## config.mk

```make
export PLATFORM = sky130hd
export DESIGN_NAME = frame_ring_consumer_unit
export DESIGN_NICKNAME = d
export VERILOG_FILES = /design/src/design/frc_pkg.sv /design/src/design/frame_ring_consumer_unit.sv /design/src/design/frc_front.sv /design/src/design/frc_cmd_queue.sv /design/src/design/frc_divider.sv /design/src/design/frc_back.sv
export SDC_FILE = /design/constraint.sdc
export NUM_CORES = 1
export LEC_CHECK = 0
export ABC_AREA = 1
export BUFFER_PORTS_ARGS = -buffer_cell sky130_fd_sc_hd__buf_2
export CAP_MARGIN = 20
export CORE_MARGIN = 3
export CORE_UTILIZATION = 56
export CTS_BUF_LIST = sky130_fd_sc_hd__clkbuf_8
export DETAILED_ROUTE_END_ITERATION = 8
export GPL_ROUTABILITY_DRIVEN = 1
export PLACE_DENSITY = 0.73
export SLEW_MARGIN = 15
export SYNTH_ARGS = -nofsm -noshare
export SYNTH_HDL_FRONTEND = slang
export SYNTH_HIERARCHICAL = 1
export SYNTH_SLANG_ARGS = --single-unit
```

## constraint.sdc

```tcl
create_clock -name clk -period 7.02 [get_ports clk]
set_input_delay 1.404 -clock clk [delete_from_list [all_inputs] [get_ports clk]]
set_output_delay 1.404 -clock clk [all_outputs]
set_load 0.01 [all_outputs]
```

## src/design/frc_pkg.sv

```systemverilog
// ----------------------------------------------------------------------------
// frc_pkg: shared types and codes of the frame ring consumer
// Request and result payloads, command queue entry, divider interface,
// action, status, result and register index codes.
// ----------------------------------------------------------------------------
package frc_pkg;

  // field widths
  localparam int FB_W       = 17;
  localparam int BB_W       = 21;
  localparam int FC_W       = 7;
  localparam int TGT_W      = 6;
  localparam int ST_W       = 3;
  localparam int RC_W       = 3;
  localparam int IDX_W      = 6;
  localparam int OFF_W      = 26;
  localparam int ACT_W      = 2;
  localparam int CFG_IDX_W  = 2;
  localparam int CFG_DATA_W = 21;

  // shared serial divider and offset multipliers
  localparam int DIV_W     = 21;
  localparam int DIV_CNT_W = 5;
  localparam int MUL_W     = 33;

  // command queue
  localparam int CMDQ_DEPTH = 2;
  localparam int CMDQ_PTR_W = 1;

  // actions
  localparam logic [ACT_W-1:0] ACT_SET     = 2'd0;
  localparam logic [ACT_W-1:0] ACT_CONSUME = 2'd1;
  localparam logic [ACT_W-1:0] ACT_LOOKUP  = 2'd2;
  localparam logic [ACT_W-1:0] ACT_NOP     = 2'd3;

  // frame status
  localparam logic [ST_W-1:0] ST_UNUSED   = 3'd0;
  localparam logic [ST_W-1:0] ST_RESERVED = 3'd1;
  localparam logic [ST_W-1:0] ST_VALID    = 3'd2;
  localparam logic [ST_W-1:0] ST_COPY     = 3'd3;
  localparam logic [ST_W-1:0] ST_SKIP     = 3'd4;

  // result codes
  localparam logic [RC_W-1:0] RC_WRITTEN    = 3'd0;
  localparam logic [RC_W-1:0] RC_VALID_TAKE = 3'd1;
  localparam logic [RC_W-1:0] RC_COPY_TAKE  = 3'd2;
  localparam logic [RC_W-1:0] RC_FOUND      = 3'd3;
  localparam logic [RC_W-1:0] RC_NONE       = 3'd4;
  localparam logic [RC_W-1:0] RC_UNKNOWN    = 3'd5;

  // register indexes
  localparam logic [CFG_IDX_W-1:0] CFG_FRAME_BYTES = 2'd0;
  localparam logic [CFG_IDX_W-1:0] CFG_BLOCK_BYTES = 2'd1;
  localparam logic [CFG_IDX_W-1:0] CFG_FRAME_COUNT = 2'd2;

  // register reset values
  localparam logic [FB_W-1:0] FRAME_BYTES_RST = 17'd2048;
  localparam logic [BB_W-1:0] BLOCK_BYTES_RST = 21'd4096;
  localparam logic [FC_W-1:0] FRAME_COUNT_RST = 7'd64;

  typedef struct packed {
    logic [ACT_W-1:0] action;
    logic [TGT_W-1:0] target_frame;
    logic [ST_W-1:0]  status_value;
  } in_req_t;

  typedef struct packed {
    logic [RC_W-1:0]  result_code;
    logic [IDX_W-1:0] frame_index;
    logic [OFF_W-1:0] frame_offset;
  } out_rsp_t;

  typedef struct packed {
    logic [ACT_W-1:0] op;
    logic [TGT_W-1:0] target;
    logic [ST_W-1:0]  sval;
  } cmd_t;

  typedef struct packed {
    logic [DIV_W-1:0] dividend;
    logic [DIV_W-1:0] divisor;
    logic             narrow;
  } div_req_t;

  typedef struct packed {
    logic             done;
    logic [DIV_W-1:0] quotient;
    logic [DIV_W-1:0] remainder;
  } div_rsp_t;

endpackage

```

## src/design/frame_ring_consumer_unit.sv

```systemverilog
// ----------------------------------------------------------------------------
// frame_ring_consumer_unit: frame ring status table and head consumer
// Intake, command queue and execution engine of a ring of frames in blocks.
// ----------------------------------------------------------------------------
// A request is taken when start is high and busy is low; each set, consume
// or lookup request gives one result, shown for one cycle with out_valid,
// which the receiver cannot hold off. Results come in request order. After
// reset the status table is cleared, one entry a cycle, with busy high;
// frames per block are then worked out by the serial divider, or set to
// one when frame_bytes is zero, and again after every write of frame_bytes
// or block_bytes, with cfg_ready low while the divider runs. A consume or
// lookup request scans the frames, one a cycle from the table and at most
// the frame count; a set request or a scan hit then has the divider step
// through the index width W (6 by default) to split the index into block
// and slot for the offset, while a scan that ends without a hit gives its
// result without an offset. Two requests can wait in the queue, so intake
// stays open while the engine works.
module frame_ring_consumer_unit import frc_pkg::*; #(
  parameter int MAX_FRAMES = 64
) (
  input  logic                  clk,
  input  logic                  rst_n,
  input  logic                  start,
  output logic                  busy,
  input  in_req_t               in_data,
  input  logic                  cfg_valid,
  output logic                  cfg_ready,
  input  logic [CFG_IDX_W-1:0]  cfg_index,
  input  logic [CFG_DATA_W-1:0] cfg_data,
  output logic                  out_valid,
  output out_rsp_t              out_data
);

  logic q_push;
  cmd_t push_cmd;
  logic q_full;
  logic q_pop;
  cmd_t pop_cmd;
  logic q_empty;
  logic clearing;

  // intake
  frc_front u_front (
    .start    (start),
    .busy     (busy),
    .in_data  (in_data),
    .q_full   (q_full),
    .clearing (clearing),
    .q_push   (q_push),
    .q_cmd    (push_cmd)
  );

  // queue between intake and engine
  frc_cmd_queue u_queue (
    .clk      (clk),
    .rst_n    (rst_n),
    .push     (q_push),
    .push_cmd (push_cmd),
    .full     (q_full),
    .pop      (q_pop),
    .pop_cmd  (pop_cmd),
    .empty    (q_empty)
  );

  // engine
  frc_back #(
    .MAX_FRAMES (MAX_FRAMES)
  ) u_back (
    .clk       (clk),
    .rst_n     (rst_n),
    .cfg_valid (cfg_valid),
    .cfg_ready (cfg_ready),
    .cfg_index (cfg_index),
    .cfg_data  (cfg_data),
    .q_empty   (q_empty),
    .q_pop     (q_pop),
    .q_cmd     (pop_cmd),
    .clearing  (clearing),
    .out_valid (out_valid),
    .out_data  (out_data)
  );

endmodule

```

## src/design/frc_front.sv

```systemverilog
// ----------------------------------------------------------------------------
// frc_front: request intake
// Accepts requests, drops the no-op action and pushes the rest into the
// command queue.
// ----------------------------------------------------------------------------
module frc_front import frc_pkg::*; (
  input  logic    start,
  output logic    busy,
  input  in_req_t in_data,
  input  logic    q_full,
  input  logic    clearing,
  output logic    q_push,
  output cmd_t    q_cmd
);

  logic accept;

  // hold off while the table is being cleared or the queue has no room
  assign busy   = q_full || clearing;
  assign accept = start && !busy;

  // the no-op action is taken and then forgotten
  assign q_push = accept && (in_data.action != ACT_NOP);

  assign q_cmd.op     = in_data.action;
  assign q_cmd.target = in_data.target_frame;
  assign q_cmd.sval   = in_data.status_value;

endmodule

```

## src/design/frc_cmd_queue.sv

```systemverilog
// ----------------------------------------------------------------------------
// frc_cmd_queue: command queue
// Short FIFO between the intake and the execution engine.
// ----------------------------------------------------------------------------
module frc_cmd_queue import frc_pkg::*; (
  input  logic clk,
  input  logic rst_n,
  input  logic push,
  input  cmd_t push_cmd,
  output logic full,
  input  logic pop,
  output cmd_t pop_cmd,
  output logic empty
);

  cmd_t                  ent_r [CMDQ_DEPTH];
  logic [CMDQ_PTR_W-1:0] wr_ptr_r;
  logic [CMDQ_PTR_W-1:0] rd_ptr_r;
  logic [CMDQ_PTR_W:0]   count_r;
  logic                  do_push;
  logic                  do_pop;

  assign full    = (count_r == (CMDQ_PTR_W + 1)'(CMDQ_DEPTH));
  assign empty   = (count_r == '0);
  assign pop_cmd = ent_r[rd_ptr_r];
  assign do_push = push && !full;
  assign do_pop  = pop && !empty;

  // pointers and fill count
  always_ff @(posedge clk) begin
    if (!rst_n) begin
      wr_ptr_r <= '0;
      rd_ptr_r <= '0;
      count_r  <= '0;
    end else begin
      if (do_push) wr_ptr_r <= wr_ptr_r + CMDQ_PTR_W'(1);
      if (do_pop)  rd_ptr_r <= rd_ptr_r + CMDQ_PTR_W'(1);
      if (do_push && !do_pop)      count_r <= count_r + (CMDQ_PTR_W + 1)'(1);
      else if (do_pop && !do_push) count_r <= count_r - (CMDQ_PTR_W + 1)'(1);
    end
  end

  // entry storage
  always_ff @(posedge clk) begin
    if (do_push) ent_r[wr_ptr_r] <= push_cmd;
  end

endmodule

```

## src/design/frc_divider.sv

```systemverilog
// ----------------------------------------------------------------------------
// frc_divider: serial restoring divider
// One quotient bit per cycle. Full mode runs DIV_W steps; narrow mode
// treats only the low NARROW_W dividend bits and runs NARROW_W steps.
// ----------------------------------------------------------------------------
module frc_divider import frc_pkg::*; #(
  parameter int NARROW_W = 6
) (
  input  logic     clk,
  input  logic     rst_n,
  input  logic     start,
  input  div_req_t req,
  output div_rsp_t rsp
);

  logic                 active_r;
  logic [DIV_CNT_W-1:0] cnt_r;
  logic [DIV_W-1:0]     quo_r;
  logic [DIV_W:0]       rem_r;
  logic [DIV_W-1:0]     dvs_r;
  logic [DIV_W:0]       shifted;
  logic                 ge;

  // one restoring step
  assign shifted = {rem_r[DIV_W-1:0], quo_r[DIV_W-1]};
  assign ge      = (shifted >= {1'b0, dvs_r});

  assign rsp.done      = active_r && (cnt_r == '0);
  assign rsp.quotient  = quo_r;
  assign rsp.remainder = rem_r[DIV_W-1:0];

  // step counter
  always_ff @(posedge clk) begin
    if (!rst_n) begin
      active_r <= 1'b0;
      cnt_r    <= '0;
    end else if (start) begin
      active_r <= 1'b1;
      cnt_r    <= req.narrow ? DIV_CNT_W'(NARROW_W) : DIV_CNT_W'(DIV_W);
    end else if (active_r) begin
      if (cnt_r == '0) active_r <= 1'b0;
      else             cnt_r    <= cnt_r - DIV_CNT_W'(1);
    end
  end

  // datapath
  always_ff @(posedge clk) begin
    if (start) begin
      rem_r <= '0;
      dvs_r <= req.divisor;
      if (req.narrow) quo_r <= req.dividend << (DIV_W - NARROW_W);
      else            quo_r <= req.dividend;
    end else if (active_r && (cnt_r != '0)) begin
      rem_r <= ge ? (shifted - {1'b0, dvs_r}) : shifted;
      quo_r <= {quo_r[DIV_W-2:0], ge};
    end
  end

endmodule

```

## src/design/frc_back.sv

```systemverilog
// ----------------------------------------------------------------------------
// frc_back: execution engine
// Holds the registers, the status table and the head; runs set, consume
// and lookup commands and computes frame byte offsets.
// ----------------------------------------------------------------------------
module frc_back import frc_pkg::*; #(
  parameter int MAX_FRAMES = 64
) (
  input  logic                  clk,
  input  logic                  rst_n,
  input  logic                  cfg_valid,
  output logic                  cfg_ready,
  input  logic [CFG_IDX_W-1:0]  cfg_index,
  input  logic [CFG_DATA_W-1:0] cfg_data,
  input  logic                  q_empty,
  output logic                  q_pop,
  input  cmd_t                  q_cmd,
  output logic                  clearing,
  output logic                  out_valid,
  output out_rsp_t              out_data
);

  localparam int HW  = (MAX_FRAMES > 1) ? $clog2(MAX_FRAMES) : 1;
  localparam int IXW = (HW > IDX_W) ? HW : IDX_W;
  localparam int XW  = (HW > FC_W) ? HW + 1 : FC_W + 1;
  localparam logic [FC_W-1:0] CNT_CAP =
    (MAX_FRAMES < 127) ? FC_W'(MAX_FRAMES) : {FC_W{1'b1}};
  localparam logic [HW-1:0] LAST_ENTRY = HW'(MAX_FRAMES - 1);

  localparam logic [2:0] S_CLEAR = 3'd0;
  localparam logic [2:0] S_IDLE  = 3'd1;
  localparam logic [2:0] S_FPB   = 3'd2;
  localparam logic [2:0] S_SCAN  = 3'd3;
  localparam logic [2:0] S_OWAIT = 3'd4;
  localparam logic [2:0] S_ADD   = 3'd5;

  logic [2:0]      state_r;
  logic [FB_W-1:0] frame_bytes_r;
  logic [BB_W-1:0] block_bytes_r;
  logic [FC_W-1:0] frame_count_r;
  logic [DIV_W-1:0] fpb_r;
  logic            fpb_dirty_r;
  logic [HW-1:0]   head_r;
  logic [HW-1:0]   start_r;
  logic [HW-1:0]   cur_r;
  logic [HW-1:0]   clr_r;
  logic [ACT_W-1:0] op_r;
  logic [ST_W-1:0] sval_r;
  logic [RC_W-1:0] code_r;
  logic [IXW-1:0]  rep_idx_r;
  logic [OFF_W-1:0] pa_r;
  logic [OFF_W-1:0] pb_r;
  logic            out_valid_r;
  out_rsp_t        out_data_r;
  logic [ST_W-1:0] rd_data_r;
  logic [ST_W-1:0] status_mem [MAX_FRAMES];

  logic [FC_W-1:0] cnt;
  logic [HW-1:0]   norm_head;
  logic [HW-1:0]   nxt_cur;
  logic [HW-1:0]   rd_addr;
  logic            mem_we;
  logic [HW-1:0]   mem_waddr;
  logic [ST_W-1:0] mem_wdata;
  logic            take_cmd;
  logic            set_cmd;
  logic            tgt_ok;
  logic            s_idle;
  logic            s_take;
  logic            scan_hit;
  logic [IXW-1:0]  off_idx;
  logic            fpb_start;
  logic            div_start;
  div_req_t        div_req;
  div_rsp_t        div_rsp;
  logic [MUL_W-1:0] pa;
  logic [MUL_W-1:0] pb;

  // frames in use, clamped to [1, MAX_FRAMES]
  always_comb begin
    if (frame_count_r == '0)          cnt = FC_W'(1);
    else if (frame_count_r > CNT_CAP) cnt = CNT_CAP;
    else                              cnt = frame_count_r;
  end

  // head wrap and scan step
  assign norm_head = (XW'(head_r) >= XW'(cnt)) ? '0 : head_r;
  assign nxt_cur   = ((XW'(cur_r) + XW'(1)) < XW'(cnt)) ? cur_r + HW'(1) : '0;

  // status classes of the frame under the scan
  assign s_idle = (rd_data_r == ST_UNUSED) || (rd_data_r == ST_RESERVED) ||
                  (rd_data_r == ST_SKIP);
  assign s_take = (rd_data_r == ST_VALID) || (rd_data_r == ST_COPY);

  // command dispatch
  assign take_cmd = (state_r == S_IDLE) && !fpb_dirty_r && !q_empty;
  assign set_cmd  = take_cmd && (q_cmd.op == ACT_SET);
  assign tgt_ok   = (int'(q_cmd.target) < MAX_FRAMES);
  assign q_pop    = take_cmd;
  assign scan_hit = (state_r == S_SCAN) &&
                    ((op_r == ACT_LOOKUP) ? (rd_data_r == sval_r) : s_take);

  // divider requests: frames per block, or index split for an offset
  assign fpb_start = (state_r == S_IDLE) && fpb_dirty_r && (frame_bytes_r != '0);
  assign off_idx   = set_cmd ? IXW'(q_cmd.target) : IXW'(cur_r);
  assign div_start = fpb_start || set_cmd || scan_hit;
  always_comb begin
    if (fpb_start) begin
      div_req.dividend = block_bytes_r;
      div_req.divisor  = DIV_W'(frame_bytes_r);
      div_req.narrow   = 1'b0;
    end else begin
      div_req.dividend = DIV_W'(off_idx);
      div_req.divisor  = fpb_r;
      div_req.narrow   = 1'b1;
    end
  end

  frc_divider #(
    .NARROW_W (IXW)
  ) u_div (
    .clk   (clk),
    .rst_n (rst_n),
    .start (div_start),
    .req   (div_req),
    .rsp   (div_rsp)
  );

  // offset products: block index times block size, slot times frame size
  assign pa = MUL_W'(div_rsp.quotient[IXW-1:0]) * MUL_W'(block_bytes_r);
  assign pb = MUL_W'(div_rsp.remainder[IXW-1:0]) * MUL_W'(frame_bytes_r);

  // table read address and write port
  assign rd_addr = (state_r == S_IDLE) ? norm_head : nxt_cur;
  always_comb begin
    mem_we    = 1'b0;
    mem_waddr = cur_r;
    mem_wdata = ST_UNUSED;
    if (state_r == S_CLEAR) begin
      mem_we    = 1'b1;
      mem_waddr = clr_r;
    end else if (set_cmd && tgt_ok) begin
      mem_we    = 1'b1;
      mem_waddr = HW'(q_cmd.target);
      mem_wdata = q_cmd.sval;
    end else if ((state_r == S_SCAN) && (op_r == ACT_CONSUME) && s_take) begin
      mem_we    = 1'b1;
    end
  end

  // status table
  always_ff @(posedge clk) begin
    if (mem_we) status_mem[mem_waddr] <= mem_wdata;
    rd_data_r <= status_mem[rd_addr];
  end

  // control and registers
  always_ff @(posedge clk) begin
    if (!rst_n) begin
      state_r       <= S_CLEAR;
      clr_r         <= '0;
      frame_bytes_r <= FRAME_BYTES_RST;
      block_bytes_r <= BLOCK_BYTES_RST;
      frame_count_r <= FRAME_COUNT_RST;
      fpb_dirty_r   <= 1'b1;
      head_r        <= '0;
      out_valid_r   <= 1'b0;
    end else begin
      out_valid_r <= 1'b0;
      unique case (state_r)
        S_CLEAR: begin
          if (clr_r == LAST_ENTRY) state_r <= S_IDLE;
          else                     clr_r   <= clr_r + HW'(1);
        end
        S_IDLE: begin
          if (fpb_dirty_r) begin
            if (frame_bytes_r == '0) begin
              fpb_r       <= DIV_W'(1);
              fpb_dirty_r <= 1'b0;
            end else begin
              state_r <= S_FPB;
            end
          end else if (!q_empty) begin
            op_r   <= q_cmd.op;
            sval_r <= q_cmd.sval;
            if (q_cmd.op == ACT_SET) begin
              code_r    <= RC_WRITTEN;
              rep_idx_r <= off_idx;
              state_r   <= S_OWAIT;
            end else begin
              head_r  <= norm_head;
              start_r <= norm_head;
              cur_r   <= norm_head;
              state_r <= S_SCAN;
            end
          end
        end
        S_FPB: begin
          if (div_rsp.done) begin
            fpb_r       <= (div_rsp.quotient == '0) ? DIV_W'(1) : div_rsp.quotient;
            fpb_dirty_r <= 1'b0;
            state_r     <= S_IDLE;
          end
        end
        S_SCAN: begin
          if (scan_hit) begin
            rep_idx_r <= off_idx;
            if (op_r == ACT_LOOKUP) begin
              code_r <= RC_FOUND;
              head_r <= cur_r;
            end else begin
              code_r <= (rd_data_r == ST_VALID) ? RC_VALID_TAKE : RC_COPY_TAKE;
              head_r <= nxt_cur;
            end
            state_r <= S_OWAIT;
          end else if ((op_r == ACT_CONSUME) && !s_idle) begin
            // unknown status stops the consume scan on that frame
            head_r                  <= cur_r;
            out_valid_r             <= 1'b1;
            out_data_r.result_code  <= RC_UNKNOWN;
            out_data_r.frame_index  <= IDX_W'(cur_r);
            out_data_r.frame_offset <= '0;
            state_r                 <= S_IDLE;
          end else if (nxt_cur == start_r) begin
            // wrapped around without a match: head stays at its start
            head_r                  <= start_r;
            out_valid_r             <= 1'b1;
            out_data_r.result_code  <= RC_NONE;
            out_data_r.frame_index  <= IDX_W'(start_r);
            out_data_r.frame_offset <= '0;
            state_r                 <= S_IDLE;
          end else begin
            cur_r <= nxt_cur;
          end
        end
        S_OWAIT: begin
          if (div_rsp.done) begin
            pa_r    <= pa[OFF_W-1:0];
            pb_r    <= pb[OFF_W-1:0];
            state_r <= S_ADD;
          end
        end
        S_ADD: begin
          out_valid_r             <= 1'b1;
          out_data_r.result_code  <= code_r;
          out_data_r.frame_index  <= rep_idx_r[IDX_W-1:0];
          out_data_r.frame_offset <= pa_r + pb_r;
          state_r                 <= S_IDLE;
        end
        default: state_r <= S_IDLE;
      endcase

      // register writes; a size change recomputes frames per block
      if (cfg_valid && cfg_ready) begin
        unique case (cfg_index)
          CFG_FRAME_BYTES: begin
            frame_bytes_r <= cfg_data[FB_W-1:0];
            fpb_dirty_r   <= 1'b1;
          end
          CFG_BLOCK_BYTES: begin
            block_bytes_r <= cfg_data[BB_W-1:0];
            fpb_dirty_r   <= 1'b1;
          end
          CFG_FRAME_COUNT: frame_count_r <= cfg_data[FC_W-1:0];
          default: ;
        endcase
      end
    end
  end

  // no register write while the divider takes or holds the sizes
  assign cfg_ready = (state_r != S_FPB) && !fpb_start;
  assign clearing  = (state_r == S_CLEAR);
  assign out_valid = out_valid_r;
  assign out_data  = out_data_r;

endmodule

```

== After elaboration in Yosys (flattened, before gate mapping) ==
Memories as Yosys holds them, arrays and structs flattened. A register that Yosys moved wholly into a read port is not among the register bits.
Index checks and enable logic that the tools add are counted.
Storage, ports and cells
  bits in registers: 266
  bits in writable memories: 214
  bits of input ports: 38
  output and inout bits: 38
  word-level logic and storage cells: 240
  memories: 2
Memory list
  u_back.status_mem: depth 64, bits a word 3, read ports 1, clocked after memory_dff 1, write ports 1, line frc_back.sv:56  | logic [ST_W-1:0] status_mem [MAX_FRAMES];
  u_queue.ent_r: depth 2, bits a word 11, read ports 1, clocked after memory_dff 1, write ports 1, line frc_cmd_queue.sv:16  | cmd_t ent_r [CMDQ_DEPTH];
Operators by class
  $add $sub $neg: 10
  $mul: 2
  $lt $le $gt $ge: 4
  eq/ne operators: 37
  muxes and demuxes: 87
  bitwise operators: 4
  reductions and logical operators: 65
Operators by type and width (number)
  two-way mux 21 bit: 8
  two-way mux 6 bit: 19
  two-way mux 35 bit: 3
  one-hot mux 35 bit (2 select lines): 1
  two-way mux 3 bit: 17
  two-way mux 43 bit: 1
  one-hot mux 21 bit (2 select lines): 1
  one-hot mux 6 bit (2 select lines): 3
  adder 26 x 23 -> 26 bit: 1
  multiplier 6 x 21 -> 26 bit: 1
  multiplier 6 x 17 -> 23 bit: 1
  >= comparator 22 x 21 -> 1 bit: 1
  logical NOT 21 bit: 1
  two-way mux 1 bit: 21
  subtractor 21 bit: 1
  two-way mux 5 bit: 4
  logical AND 1 bit: 19
  inequality test 2 bit, second input constant: 9
  logical NOT 17 bit: 1
  nonzero test 17 bit: 1
  one-hot mux 3 bit (5 select lines): 1
  AND reduction 5 bit: 3
  two-way mux 7 bit: 2
  adder 6 x 1 -> 6 bit, second input constant: 2
  38 further kinds: 87

== Longest topological paths before layout ==
Gate-level depths: netlist of the first run.
  word-level depth: 10
  gate-level depth with buffers: 25

== By module ==
Netlist of the first run, hierarchy kept.
Modules (own cells, without submodules)
  frc_back: instances 1, cells each 2973, area an instance 25539.5 µm²
  frc_divider: instances 1, cells each 606, area an instance 4439.3 µm²
  frc_cmd_queue: instances 1, cells each 72, area an instance 1039.7 µm²
  frc_front: instances 1, cells each 17, area an instance 110.1 µm²

== Worst setup path after synthesis of the first run ==
OpenSTA, ideal clock, no wires.
  path kind: input to register
  from: input rst_n
  to: register u_back.pa_r[0] (enable)
  setup time: 0.516 ns
  arrival: 5.243 ns
  required time: 6.504 ns
  setup slack: 1.261 ns
  cell stages on the path: 3
  path buffers: 1
  cells stage by stage: clkbuf_1 > clkinv_1 > nor3_1
On the way
  word-level cells in the longest chain between the ends: 1
RTL lines
  from (decl): line frame_ring_consumer_unit.sv:22  | input logic rst_n,
  AND reduction 3 bit (no line)
  to (signal assigned): line frc_back.sv:238  | pa_r <= pa[OFF_W-1:0];
  to (decl): line frc_back.sv:51  | logic [OFF_W-1:0] pa_r;
No other way between the ends.
A chain may end at the register's enable or synchronous reset.

== Final worst setup path of the first run ==
  from: register u_back.u_div.rem_r[4]
  to: register u_back.pb_r[20] (data pin)
On the way
  word-level cells in the longest chain between the ends: 1
RTL lines
  from (decl): line frc_divider.sv:19  | logic [DIV_W:0] rem_r;
  from (signal assigned): line frc_divider.sv:54  | rem_r <= ge ? (shifted - {1'b0, dvs_r}) : shifted;
  multiplier 6 x 17 -> 23 bit: line frc_back.sv:131  | assign pb = MUL_W'(div_rsp.remainder[IXW-1:0]) * MUL_W'(frame_bytes_r);
  net u_back.pb[20]: line frc_back.sv:77  | logic [MUL_W-1:0] pb;
  to (signal assigned): line frc_back.sv:239  | pb_r <= pb[OFF_W-1:0];
  to (decl): line frc_back.sv:52  | logic [OFF_W-1:0] pb_r;
The timed path passes the listed nets, and every way through them passes these cells.

==> flow_summary_export.csv, run 1 <==
group,metric,value,unit
sta,fin_crit,5090,ps
die,die_height,242,µm
final_layout,n_antenna_cell,0,
global_route,met2_usage,44.7,%
drt,detail_route.drc_violations,0,
die,rows,85,
sta,finalClockSkew,52.9,ps
synthesis,synthesis.area_per_instance,8.49,µm²
die,die-area,58500,µm²
final_layout,syn2layout_area_growth,7.98,%
sta,tightest_slew,1040,ps
final_layout,fillers,4731,
drt,drt-pass1-iter-count,8,
global_route,largest_net_degree_at_the_start_of_global_routing,65,
clocking,holdBufCountCts,0,
clocking,tritoncts_num_sinks,483,
global_route,grt_util_all_layers,26.0,%
global_route,grt_most_used_layer,"met2",
synthesis,synthCells,3668,
die,fp.dieW,242,µm
power_and_ir_drop,power-per-cell-area,282,nW/µm²
synthesis,postSynthNetCount,3971,
global_route,grtUsageMet3,3.95,%
worst_setup_path,signal_arrival_time_at_the_worst_endpoint,5510,ps
final_layout,final_design_area_no_fill,33600,µm²
power_and_ir_drop,p_leak,16.4,nW
sta,count_of_final_max_slew_check_failures,0,
sta,worst_hold_slack,469,ps
sta,timing_hold_violations_final,0,
placement,port_buffers,75,
clocking,clk-insertion-delay-late,700,ps
clocking,htree_levels,3,
global_route,grt_pass1_wl,121000,µm
synthesis,yosys_register_bits,483,
run_status,result_of_the_run,"completed",
sta,unrepaired_setup_endpoints_after_global_routing,"false",
global_route,global_route.usage.met1,33.6,%
clocking,post_cts_buffers,0,
global_route,via_count_of_the_first_global_routing_pass,23100,
synthesis,ys_seq_area_share,43.5,%
power_and_ir_drop,worst_ir_drop_vdd,254,µV
sta,finalSetupViolCount,0,
drt,detail_route.iter0.violations,2074,
final_layout,proportion_of_layout_cells_with_a_drive_suffix_above_1,8.77,%
drt,ant_nets,0,
clocking,total_cts_buffers,85,
placement,dp_hpwl,53800,µm
placement,dpl-instance-area,31900,µm²
clocking,tritoncts,"built",
clocking,cts_resized,0,
final_layout,design.final.nets,4014,
drt,avg_vias_per_cell,5.29,
sta,max-slew-margin-rel,30.4,%
worst_setup_path,worst_ep_required_time,7440,ps
sta,post-route-period-util,72.5,%
worst_setup_path,crit_path_max_fanout,20,
flow_run,drv.max_cap_violation_count,0,
global_route,antenna_found_initial,3,
sta,fmax,196,MHz
placement,routability_congestion_estimate_from_global_placement,0.925,
die,initial_utilization,57.2,%
sta,timing.setup.tns,0,ps
drt,drt_wl_total,75900,µm
drt,route.detailed.wl_per_inst,16.8,µm
min_path,hold_class,"flop to flop",
clocking,max-clock-path-buffers,3,
worst_setup_path,crit_type,"flop to flop",
synthesis,mappedNetlistArea,31100,µm²
die,core_region_area,54500,µm²
clocking,clock_tree.root_cell,"sky130_fd_sc_hd__clkbuf_8",
drt,routed-via-count,23900,
clocking,clk_pin_slew,60,ps
global_route,globalRouteOverflowTotal,0,
worst_setup_path,critPathCaptureType,"flop",
synthesis,synth_cell_types,57,
worst_setup_path,critical_path.startpoint_type,"flop",
synthesis,ys_warnings,6,
die,io-pin-count,76,
## power by group
part           switching [W]  internal [W]
Clock                0.00122       0.00142
Combinational        0.00215      0.000947
Sequential          0.000269       0.00346
Total                0.00364       0.00583
## logic make-up after synthesis
| group | count (synthesis) | synth area share (%) |
|---|---|---|
| XOR/XNOR | 60 | 1.69 |
| flip-flops | 483 | 43.5 |
| adder cells (fa/ha/maj) | 265 | 14.0 |
| buffers and inverters | 957 | 12.3 |
| AND/OR/NAND/NOR | 1471 | 20.5 |
| multiplexers | 11 | 0.398 |
| AO/OA/AOI/OAI | 421 | 7.56 |
## worst max-delay path: stages, from the launching register on
cell                       delay (ps)
sky130_fd_sc_hd__dfxtp_1          790
sky130_fd_sc_hd__nand2_1          180
sky130_fd_sc_hd__fa_1             520
sky130_fd_sc_hd__fa_1             530
sky130_fd_sc_hd__fa_1             580
sky130_fd_sc_hd__inv_1             50
sky130_fd_sc_hd__ha_1             360
sky130_fd_sc_hd__a21oi_1          160
sky130_fd_sc_hd__nand2_1          100
sky130_fd_sc_hd__a21oi_2          180
sky130_fd_sc_hd__o21bai_1         100
sky130_fd_sc_hd__a21oi_1          260
sky130_fd_sc_hd__o21ai_1          130
sky130_fd_sc_hd__a21boi_0         390
sky130_fd_sc_hd__o21ai_1          210
sky130_fd_sc_hd__a21oi_1          200
sky130_fd_sc_hd__xor2_1            80
## cell usage after synthesis (all sizes together)
master	count	area share (%)
nand2	824	10
inv	812	9.8
edfxtp	386	37
nand3	290	4.8
nor2	255	3.4
o21ai	188	3.3
a21oi	177	2.9
fa	139	8.9
ha	126	5.1
dfxtp	97	6.2
clkbuf	72	0.87
buf	68	1.6
nand3b	46	1.1
xor2	36	1.0
xnor2	24	0.68
nor3	22	0.37
nand4	20	0.42
mux2	11	0.40
o211ai	8	0.19
a221oi	7	0.20
a31oi	7	0.14
nor4	7	0.14
o21a	7	0.17
o221ai	7	0.20
a21o	5	0.12
clkinv	5	0.076
o21bai	5	0.12
or2	5	0.10
a211oi	4	0.11
a21boi	2	0.048
nor3b	2	0.048
o2111ai	2	0.056
a311oi	1	0.028
o31ai	1	0.024
## cell type report
type	instances	area, µm²	share of cell area [%]
Clock buffer	89	1220	3.64
Clock inverter	71	515	1.53
Inverter	817	3070	9.15
Multi-Input combinational cell	2228	13800	41.1
Sequential cell	483	13500	40.3
Tap cell	739	925	2.75
Timing Repair Buffer	96	533	1.59
## state kept, by name, indices dropped and copies added (netlist names), 7 cells and up, named ones only
| signal | cells |
|---|---|
| u_back/block_bytes_r | 21 |
| u_back/fpb_r | 21 |
| u_back/frame_bytes_r | 17 |
| u_back/frame_count_r | 7 |
| u_back/out_data | 35 |
| u_back/pa_r | 26 |
| u_back/pb_r | 23 |
| u_back/status_mem | 192 |
| u_back/u_div/dvs_r | 21 |
| u_back/u_div/quo_r | 21 |
| u_back/u_div/rem_r | 21 |
| u_queue/ent_r | 22 |
## per-stage QoR
step / util, % / worst slack, ps / total power [W] / instances
4_1_cts: 61.7 / 1980 / 0.00951 / 4523
3_5_place_dp: 58.5 / 2020 / 0.00685 / 4363
2_1_floorplan: - / 1260 / 0.00600 / 3668
5_1_grt: 61.7 / 1610 / 0.0101 / 4523
6_report: 61.7 / 1930 / 0.00948 / 4523
3_3_place_gp: 58.5 / 2200 / 0.00680 / 4363
## path summary, 6_finish.rpt
check                                            start                endpoint  slack [ps]  depth (start not counted)
worst min register to register  u_back/u_div/rem_r[20]  u_back/u_div/rem_r[20]         470                          2
worst max-delay path             u_back/u_div/rem_r[4]         u_back/pb_r[20]        1930                         16
worst min-delay path            u_back/u_div/rem_r[20]  u_back/u_div/rem_r[20]         470                          2
worst max register to register   u_back/u_div/rem_r[4]         u_back/pb_r[20]        1930                         16
## layer usage
| layer | vias to the layer above | part of all wire (%) |
|---|---|---|
| met5 | - | 0.041 |
| met1 | 11200 | 41 |
| li1 | 11700 | - |
| met2 | 830 | 49 |
| met4 | 4 | 3.3 |
| met3 | 164 | 6.3 |
## layout by cell type, fill, tap and decap left out, drive strengths merged, types with 38 or more instances in the layout
| cell type | count |
|---|---|
| clkinv | 38 |
| nand3 | 290 |
| o21ai | 188 |
| nand3b | 46 |
| fa | 139 |
| clkbuf | 89 |
| inv | 841 |
| ha | 126 |
| dfxtp | 97 |
| nand2 | 824 |
| edfxtp | 386 |
| nor2 | 255 |
| a21oi | 177 |
| buf | 96 |
Power figures use the tool's default switching activity.
==> run 2: changes to the inputs <==
==> constraint.sdc (replaced) <==
create_clock -name clk -period 4.9 [get_ports clk]
set_input_delay 0.98 -clock clk [delete_from_list [all_inputs] [get_ports clk]]
set_output_delay 0.98 -clock clk [all_outputs]
set_load 0.01 [all_outputs]
==> run 2 against run 1 <==
Die area unchanged. Combinational power up 50%. First-iteration DRC count down 2.6%. Setup slack worse by 1600 ps. Final cell count up 0.62%. Fmax up 12%. Non-clock buffer count up 36. Sequential power up 40%. Highest routed layer is now met4.
==> flow_summary_export.csv, run 2 (same netlist as run 1, synthesis figures left out) <==
group,metric,value,unit
die,die-area,58500,µm²
worst_setup_path,worst_path_most_repeated_cell,"sky130_fd_sc_hd__inv_1",
clocking,tritoncts,"built",
worst_setup_path,worst_ep_required_time,5310,ps
global_route,globalRouteOverflowTotal,0,
drt,ant_nets,0,
power_and_ir_drop,p_sw_share,38.4,%
die,initial_utilization,57.2,%
drt,avg_vias_per_cell,5.31,
sta,post-route-period-util,92.6,%
flow_run,drv.max_cap_violation_count,0,
sta,timing_hold_violations_final,0,
worst_setup_path,signal_arrival_time_at_the_worst_endpoint,4950,ps
run_status,result_of_the_run,"completed",
placement,port_buffers,75,
final_layout,register_containing_the_most_flip_flops_in_the_final_layout,"u_back/status_mem",
die,rows,85,
sta,finalSetupViolCount,0,
worst_setup_path,slowest_stage,"sky130_fd_sc_hd__fa_1",
final_layout,finalNonFillerCells,4551,
final_layout,multi_input_comb_area,13800,µm²
worst_setup_path,r2r-start,"u_back/u_div/quo_r[4]",
die,fp.dieW,242,µm
worst_setup_path,crit_path_max_fanout,8,
final_layout,area.sequential,13500,µm²
clocking,clock_tree.root_cell,"sky130_fd_sc_hd__clkbuf_8",
clocking,clk_pin_slew,60,ps
final_layout,final_design_area_no_fill,33800,µm²
clocking,htree_levels,3,
worst_setup_path,critical_path.startpoint_type,"flop",
clocking,total_cts_buffers,83,
final_layout,largest_reg_flops,192,
global_route,antenna_found_initial,4,
sta,max-slew-margin-rel,31.7,%
power_and_ir_drop,p_leak,16.5,nW
drt,routed-via-count,24200,
power_and_ir_drop,power.share.clock,26.8,%
worst_setup_path,critPathCaptureType,"flop",
sta,finalClockSkew,40.9,ps
placement,dpl-instance-area,32100,µm²
clocking,max-clock-path-buffers,3,
placement,dp_hpwl,54800,µm
clocking,tritoncts_num_sinks,483,
power_and_ir_drop,power_frac_seq,38.8,%
sta,worst_hold_slack,471,ps
final_layout,fillers,4773,
drt,detail_route.drc_violations,0,
sta,tightest_slew,1020,ps
drt,drt-pass1-iter-count,6,
worst_setup_path,worstReg2RegEnd,"u_back/pa_r[24]",
clocking,clk-insertion-delay-late,680,ps
worst_setup_path,r2r_setup_slack,360,ps
worst_setup_path,timing.critical_path.slowest_cell_delay,540,ps
die,die_height,242,µm
power_and_ir_drop,share_comb_of_total_power,34.4,%
sta,count_of_final_max_slew_check_failures,0,
global_route,grt_pass1_wl,123000,µm
global_route,grt_util_all_layers,26.3,%
sta,unrepaired_setup_endpoints_after_global_routing,"false",
sta,fmax,220,MHz
power_and_ir_drop,total_power,0.0135,W
worst_setup_path,worst_r2r_path_depth,19,
final_layout,final_cell_mix,"821 x sky130_fd_sc_hd__inv_1, 803 x sky130_fd_sc_hd__nand2_1, 386 x sky130_fd_sc_hd__edfxtp_1",
final_layout,syn2layout_area_growth,8.69,%
final_layout,most_frequent_standard_cell_in_the_layout_excluding_fill_and_tap_cells,"sky130_fd_sc_hd__inv_1",
drt,detail_route.iter0.violations,2020,
placement,placed_cells,4392,
sta,timing.setup.tns,0,ps
drt,route.detailed.wl_per_inst,16.7,µm
power_and_ir_drop,internal_power_contribution,0.00832,W
power_and_ir_drop,p_switching,0.00519,W
power_and_ir_drop,power-per-cell-area,399,nW/µm²
min_path,min_delay_worst_endpoint,"u_back/u_div/rem_r[16]",
die,io-pin-count,76,
min_path,worstHoldPathCells,2,
min_path,hold_path_startpoint,"u_back/u_div/rem_r[16]",
drt,drt_wl_total,76000,µm
global_route,largest_net_degree_at_the_start_of_global_routing,62,
worst_setup_path,crit_type,"flop to flop",
global_route,via_count_of_the_first_global_routing_pass,23500,
sta,fin_crit,4540,ps
min_path,hold_class,"flop to flop",
worst_setup_path,worstPathCellList,"buf_4 -> nand2_1 -> inv_1 -> fa_1 -> fa_1 -> inv_1 -> fa_1 -> inv_1 -> ha_1 -> a21oi_1 -> inv_1 -> o21ai_0 -> o211ai_1 -> a21oi_1 -> nor3_1 -> nor2_1 -> o21ai_1 -> a31oi_1 -> xor2_1",
final_layout,design.final.nets,4048,
placement,routability_congestion_estimate_from_global_placement,0.935,
final_layout,proportion_of_layout_cells_with_a_drive_suffix_above_1,9.58,%
die,core_region_area,54500,µm²
clocking,holdBufCountCts,0,
power_and_ir_drop,worst_ir_drop_vdd,255,µV
worst_setup_path,crit_start,"u_back/u_div/quo_r[4]",
==> run 2: cell types whose count changed in the layout (fill, tap and decap cells not counted), moves of 3 or more <==
| cell | before | now |
|---|---|---|
| sky130_fd_sc_hd__inv_1 | 815 | 821 |
| sky130_fd_sc_hd__dfxtp_1 | 97 | 94 |
| sky130_fd_sc_hd__buf_4 | 21 | 54 |
| sky130_fd_sc_hd__clkinvlp_4 | 3 | 0 |
| sky130_fd_sc_hd__buf_12 | 0 | 3 |
| sky130_fd_sc_hd__clkinv_1 | 21 | 15 |
| sky130_fd_sc_hd__dfxtp_2 | 0 | 3 |
==> run 2: power by group through the flow <==
stage	clock, W	combinational [W]	sequential, W
6_report	0.00363	0.00465	0.00524
5_1_grt	0.00389	0.00521	0.00528
4_1_cts	0.00371	0.00458	0.00524
3_5_place_dp	0	0.00455	0.00532
3_3_place_gp	0	0.00449	0.00532
2_1_floorplan	0	0.00341	0.00519
==> run 2: repair_timing <==
action / 4_1_cts / 5_1_grt
setup endpoints to repair: 0 / 8
gates resized for setup: 0 / 9
buffers inserted: 0 / 7
==> run 2: cell type report <==
type,instances,share of cell area [%]
Clock buffer,87,3.54
Multi-Input combinational cell,2228,40.9
Clock inverter,64,1.26
Tap cell,739,2.73
Inverter,817,9.09
Timing Repair Buffer,132,2.49
Antenna cell,1,0.00740
Sequential cell,483,40.0
==> run 2: worst max path at each step <==
stage	depth (start not counted)	end	slack, ps
after global placement	18	u_back/pa_r[24]	320
after CTS	16	u_back/pb_r[22]	190
after floorplan	18	u_back/pb_r[20]	330
final	19	u_back/pa_r[24]	360
after global routing	18	u_back/pb_r[22]	40
after detailed placement	19	u_back/pb_r[17]	220
==> run 2: through the flow <==
stage | utilization (%) | setup slack [ps]
2_1_floorplan | - | 330
3_3_place_gp | 59.0 | 320
3_5_place_dp | 59.0 | 222
4_1_cts | 62.0 | 195
5_1_grt | 62.1 | 38.4
6_report | 62.1 | 362
==> run 2: worst max-delay path: cells and delay by family (launching register included) <==
family | cells | cell delay, ps
xor+xnor | 1 | 90
fa+ha+maj | 4 | 1900
simple gates | 3 | 310
flops | 1 | 530
buf+inv | 5 | 440
compound gates | 6 | 1000
==> run 2: per-layer routing <==
layer / up-vias / GRT usage, % / share of wire [%]
met1: 11400 / 33.9 / 41
met3: 189 / 3.80 / 6.9
li1: 11700 / - / -
met4: 0 / 11.6 / 4.1
met5: - / 0 / 0
met2: 881 / 44.4 / 48
